==> config.mk <==
export PLATFORM = sky130hd
export DESIGN_NAME = mlfsr_engine
export DESIGN_NICKNAME = d
export VERILOG_FILES = /design/src/mlfsr_pkg.sv /design/src/mlfsr_engine.sv
export SDC_FILE = /design/constraint.sdc
export NUM_CORES = 1
export LEC_CHECK = 0
export ABC_CLOCK_PERIOD_IN_PS = 4910
export BUFFER_PORTS_ARGS = -buffer_cell sky130_fd_sc_hd__buf_4
export CORE_MARGIN = 1
export CORE_UTILIZATION = 50
export DETAILED_ROUTE_END_ITERATION = 10
export GPL_ROUTABILITY_DRIVEN = 0
export MAX_ROUTING_LAYER = met4
export PLACE_DENSITY_LB_ADDON = 0.25
export SYNTH_ARGS = -nofsm -noshare
export SYNTH_HDL_FRONTEND = slang
export SYNTH_SLANG_ARGS = --single-unit
==> constraint.sdc <==
create_clock -name clock -period 4.91 [get_ports clock]
set_input_delay 0.7365 -clock clock [delete_from_list [all_inputs] [get_ports clock]]
set_output_delay 0.7365 -clock clock [all_outputs]
set_load 0.02 [all_outputs]
==> src/mlfsr_pkg.sv <==
// Shared types and constants for the maximal LFSR polynomial test block.
package mlfsr_pkg;

   localparam int DATA_W   = 24;   // polynomial, seed and result field width
   localparam int CFG_W    = 5;    // width and weight register width
   localparam int CSR_IDX_W = 2;
   localparam int RSP_W    = 56;   // 50 payload bits padded to whole bytes
   localparam int RSP_PAD  = RSP_W - (DATA_W + 1 + DATA_W + 1);

   localparam logic [CSR_IDX_W-1:0] REG_WIDTH  = 2'd0;
   localparam logic [CSR_IDX_W-1:0] REG_WEIGHT = 2'd1;
   localparam logic [CSR_IDX_W-1:0] REG_SEED   = 2'd2;

   localparam logic [CFG_W-1:0]  WIDTH_RST  = 5'd24;
   localparam logic [CFG_W-1:0]  WEIGHT_RST = 5'd4;
   localparam logic [DATA_W-1:0] SEED_RST   = 24'd7;

   typedef enum logic [3:0] {
      ST_IDLE  = 4'b0001,
      ST_COUNT = 4'b0010,
      ST_RUN   = 4'b0100,
      ST_DONE  = 4'b1000
   } fsm_state_type;

   // status from the stepping engine
   typedef struct packed {
      logic done;    // search finished this cycle
      logic found;   // seed came back within the bound
   } eng_sts_type;

endpackage

==> src/mlfsr_engine.sv <==
// Galois LFSR stepping engine: one step per cycle until the seed recurs or the bound.
module mlfsr_engine
   import mlfsr_pkg::*;
#(
   parameter int MAX_WIDTH = 24
) (
   input  logic                 clock,
   input  logic                 reset,
   input  logic                 start,
   input  logic [DATA_W-1:0]    poly,
   input  logic [DATA_W-1:0]    seed,
   input  logic [MAX_WIDTH-1:0] limit,   // 2^width - 1, last step index
   output eng_sts_type          sts,
   output logic [MAX_WIDTH-1:0] steps
);

   logic                 run_ff,  run_in;
   logic [DATA_W-1:0]    lfsr_ff, lfsr_in;
   logic [MAX_WIDTH-1:0] cnt_ff,  cnt_in;
   logic                 hit;
   logic                 at_end;
   logic [DATA_W-1:0]    lfsr_next;

   assign hit       = (cnt_ff != '0) && (lfsr_ff == seed);
   assign at_end    = (cnt_ff == limit);
   assign lfsr_next = lfsr_ff[0] ? ((lfsr_ff >> 1) ^ poly) : (lfsr_ff >> 1);

   assign sts.done  = run_ff && (hit || at_end);
   assign sts.found = run_ff && hit;
   assign steps     = cnt_ff;

   always_comb begin
      run_in  = run_ff;
      lfsr_in = lfsr_ff;
      cnt_in  = cnt_ff;
      if (start) begin
         run_in  = 1'b1;
         lfsr_in = seed;
         cnt_in  = '0;
      end else if (run_ff) begin
         if (sts.done) begin
            run_in = 1'b0;
         end else begin
            lfsr_in = lfsr_next;
            cnt_in  = cnt_ff + 1'b1;
         end
      end
   end

   always_ff @(posedge clock) begin
      if (reset) begin
         run_ff <= 1'b0;
      end else begin
         run_ff <= run_in;
      end
   end

   always_ff @(posedge clock) begin
      lfsr_ff <= lfsr_in;
      cnt_ff  <= cnt_in;
   end

endmodule

# == After elaboration in Yosys (flattened, before gate mapping) ==
# Index checks and enable logic that the tools add are counted.
# word_totals
regBits,49
out_inout_bits,26
# classes
n_mux,7
bitwise_logic,2
eq_ne,3
n_reduce_logical,8
n_addsub,1
# op_table
operator,count
24-bit 2-to-1 mux,4
24-bit == test,2
"24-bit by 1-bit adder with 24-bit output, second input constant",1
24-bit nonzero test,1
23-bit by 24-bit XOR with 24-bit output,1
2-bit AND reduction,2
1-bit logical AND,3
1-bit 2-to-1 mux,3
"2-bit inequality test, second input constant",1
2-bit nonzero test,1
1-bit logical OR,1
1-bit inverter,1

# == Longest topological paths before layout ==
# depth
word_depth,7
depth_mapped,10
mapped_depth_nobuf,9

# == Worst setup path before layout ==
# Ideal clock, no wire load.
# synth_timing
path_kind,input port to flip-flop
startpoint,input port limit[18]
endpoint,register lfsr_ff[0] (enable)
cell_stages,8
slack_ns,2.148
path_buffers,1
required_time_ns,4.485
t_arrival_ns,2.337
setup_time_ns,0.425
path_cell_list,xor2_1 > nor4_1 > nand4_1 > nor3_1 > buf_2 > nor2_1 > nand2_1 > nand2_1
# synth_via
elab_chain_cells,5
# synth_lines
item,line_no,rtl
"start, declared",mlfsr_engine.sv:12,"input logic [MAX_WIDTH-1:0] limit,"
24-bit == test,mlfsr_engine.sv:25,assign at_end = (cnt_ff == limit);
1-bit logical OR,mlfsr_engine.sv:28,assign sts.done = run_ff && (hit || at_end);
1-bit logical AND,mlfsr_engine.sv:28,
2-bit inequality test (no line),n/a,
2-bit AND reduction (no line),n/a,
"end signal, assigned",mlfsr_engine.sv:59,lfsr_ff <= lfsr_in;
"end, declared",mlfsr_engine.sv:18,"logic [DATA_W-1:0] lfsr_ff, lfsr_in;"
# No other way between the ends.
# A chain may end at the register's enable or synchronous reset.

==> impl_metrics.json <==
{
  "synth_cells": 355,
  "final_cells": 524,
  "finalSetupTns_ns": 0,
  "cpPeakStageDelay_ns": 0.90,
  "final_max_slew_viol_count": 0,
  "worstSetupEndpointType": "output port",
  "core_sq_um": 5960,
  "grt_max_degree": 81,
  "hold_buffers": 0,
  "fp.dieW_um": 80.7,
  "power_frac_seq_pct": 54.6,
  "reg2reg_slack_ns": 1.63,
  "crit_required_ns": 4.17,
  "die_y_um": 80.7,
  "postRouteAntennaNets": 0,
  "insertion_delay_ns": 0.30,
  "hold_violations": 0,
  "holdPathStages": 2,
  "fin_nets": 525,
  "dp_hpwl_mm": 5.78,
  "fin_skew_ns": 0.00513,
  "io_buffers": 100,
  "p_per_area_nw_per_um2": 230,
  "drcViolationCount": 0,
  "fmax_ghz": 0.295,
  "relSlewSlack_pct": 33.4,
  "tritoncts": "built",
  "fin_crit_sh_pct": 69.0,
  "dr.pass1.iters": 4,
  "viasPerCell": 5.49,
  "max-clock-path-buffers": 2,
  "path_class": "reg -> out",
  "grt-ovfl-total": 0,
  "r2r_cells": 8,
  "syn_avg_cell_area_sq_um": 8.73,
  "ctsResizeCount": 0,
  "route.detailed.wl_per_inst_um": 14.7,
  "power_frac_comb_pct": 19.2,
  "cts_setup_buffers": 0,
  "antenna_cells": 0,
  "synth_enable_flop_cells": 24,
  "whs_endpoint": "steps[1]$_SDFFE_PP0P_",
  "cap_viol_max_count": 0,
  "hold_class": "reg -> reg",
  "syn_to_final_growth_pct": 28.6,
  "ioPinCount": 101,
  "crit_chain": "xor2_1 -> nor4_1 -> nand4_1 -> nor4_2 -> buf_4 -> or2_4 -> and2_1 -> buf_4",
  "cts.sinks": 49,
  "p_clk_share_pct": 26.2,
  "rsz0062_at_grt": "no",
  "design.die.area_sq_um": 6520,
  "ys_ff_latch": 49,
  "fill_cells": 511,
  "tightest_slew_ns": 0.997,
  "drt-initial-drc-count": 171,
  "dp.cells": 516,
  "crit_path_frequent_cell": "buf_4",
  "top_layer_used": "met4",
  "setup_violations": 0,
  "crit_start": "lfsr_ff[0]$_DFFE_PP_",
  "syn_area_sq_um": 3100,
  "synth-async-reset-ratio_pct": 0,
  "drt_wl_total_mm": 7.71,
  "met1_length_mm": 3.37,
  "cp_slowest_cell": "edfxtp_1",
  "vias": 2875,
  "cts_max_level": 2,
  "ir_worst_vdd_uv": 162,
  "seq_area_frac_synth_pct": 39.4,
  "cts_buffers": 5,
  "switching_share_pct": 26.6,
  "critPathArrivalTime_ns": 2.65,
  "gr-usage-all-layers_pct": 24.4,
  "rows": 28,
  "reg2reg_to": "lfsr_ff[21]$_DFFE_PP_",
  "leakage_nw": 1.72,
  "yosysWarnings": 0,
  "wl_met2_mm": 3.82,
  "ys_types": 29,
  "initial_core_util_pct": 52.0,
  "min_from": "steps[1]$_SDFFE_PP0P_",
  "root_buffer": "clkbuf_8",
  "grt_pass1_vias": 2617,
  "start_kind": "flop",
  "r2r_start": "lfsr_ff[0]$_DFFE_PP_",
  "critPathMaxFanout": 25,
  "p_sw_w": 0.000244,
  "status": "finished clean",
  "wl_met3_um": 427,
  "syn_nets": 432,
  "antenna_found_initial": 0,
  "power.internal_w": 0.000672,
  "drive_above_1_share_pct": 26.9,
  "clkTransAtPathRegs_ns": 0.08,
  "synthFlopType": "dfxtp_1",
  "grt_pass1_wl_mm": 11.9,
  "period_needed_ns": 3.39
}
## cells in the final DEF (no fill, tap or decap), types with 2 or more instances in the layout
cell type,instances
clkbuf_8,6
xor2_1,56
nor2_1,24
nand2_1,61
ha_1,2
nor4_1,15
a21oi_1,6
nand4_1,13
and2_1,3
buf_4,102
dfxtp_1,25
mux2_2,7
nand3_1,10
xnor2_1,24
o21ai_0,29
inv_1,3
edfxtp_1,24
and3_1,9
nor3_1,7
or3_1,7
nor2b_1,7
## registers in the layout (all words and copies together), names as in the netlist
| name | cells |
|---|---|
| steps | 24 |
| run_ff | 1 |
| lfsr_ff | 24 |
## worst max-delay path by stage
stage                            endpoint  slack, ns
global placement    lfsr_ff[18]$_DFFE_PP_       1.62
global route        lfsr_ff[20]$_DFFE_PP_       1.25
CTS                                sts[1]       1.52
detailed placement  lfsr_ff[18]$_DFFE_PP_       1.55
floorplan            lfsr_ff[0]$_DFFE_PP_       2.15
finish                             sts[1]       1.52
## routing by layer
metal / global-route usage, % / vias up
met5: - / -
met4: 7.14 / 0
met3: 3.71 / 8
met2: 40.1 / 89
met1: 31.1 / 1373
li1: - / 1405
## cell usage after synthesis, drive strengths merged, types with 8 or more instances
master / n / area share [%]
xnor2: 24 / 6.8
clkbuf: 11 / 1.3
nor2: 24 / 2.9
nand3: 10 / 1.6
nand2: 61 / 7.4
xor2: 56 / 16
edfxtp: 24 / 23
dfxtp: 25 / 16
o21ai: 29 / 4.7
and3: 9 / 1.8
nor4: 16 / 3.4
mux2: 8 / 3.0
nand4: 13 / 2.6
## final cells by class
| cell class | instances | area, sq um | share of cell area [%] |
|---|---|---|---|
| Tap cell | 75 | 93.8 | 2.35 |
| Timing Repair Buffer | 102 | 766 | 19.2 |
| Inverter | 3 | 11.3 | 0.283 |
| Sequential cell | 49 | 1220 | 30.6 |
| Multi-Input combinational cell | 287 | 1800 | 45.2 |
| Clock inverter | 2 | 8.76 | 0.220 |
| Clock buffer | 6 | 82.6 | 2.07 |
## stage by stage
| stage | worst slack, ns | total power, W | util [%] | hold slack [ns] | cell area (sq um) |
|---|---|---|---|---|---|
| finish | 1.52 | 0.000916 | 66.9 | 0.581 | 3990 |
| CTS | 1.52 | 0.000921 | 66.9 | 0.583 | 3990 |
| global route | 1.25 | 0.000956 | 66.9 | 0.584 | 3990 |
| detailed placement | 1.55 | 0.000685 | 65.4 | 0.568 | 3890 |
| floorplan | 2.15 | 0.000602 | - | 0.552 | 3100 |
| global placement | 1.62 | 0.000679 | 65.4 | 0.562 | 3890 |
## power by group through the flow
stage	combinational [W]	clock, W	sequential (W)
after floorplan	0.000105	0	0.000497
after global placement	0.000171	0	0.000508
after detailed placement	0.000175	0	0.000510
after CTS	0.000177	0.000244	0.000500
after global routing	0.000194	0.000258	0.000504
final	0.000175	0.000240	0.000500
## critical path: cells and delay by family (launching register included)
family	cells	cell delay, ns
simple gates	5	0.94
flops	1	0.90
buf+inv	2	0.36
xor+xnor	1	0.14
## cells by family after synthesis
| family | Yosys count | synth area share [%] |
|---|---|---|
| AND/OR/NAND/NOR | 159 | 25.1 |
| XOR/XNOR | 80 | 22.6 |
| flip-flops | 49 | 39.4 |
| AO/OA/AOI/OAI | 37 | 6.26 |
| buffers and inverters | 19 | 2.46 |
| multiplexers | 9 | 3.35 |
| adder cells (fa/ha/maj) | 2 | 0.807 |
Power figures use the tool's default switching activity.
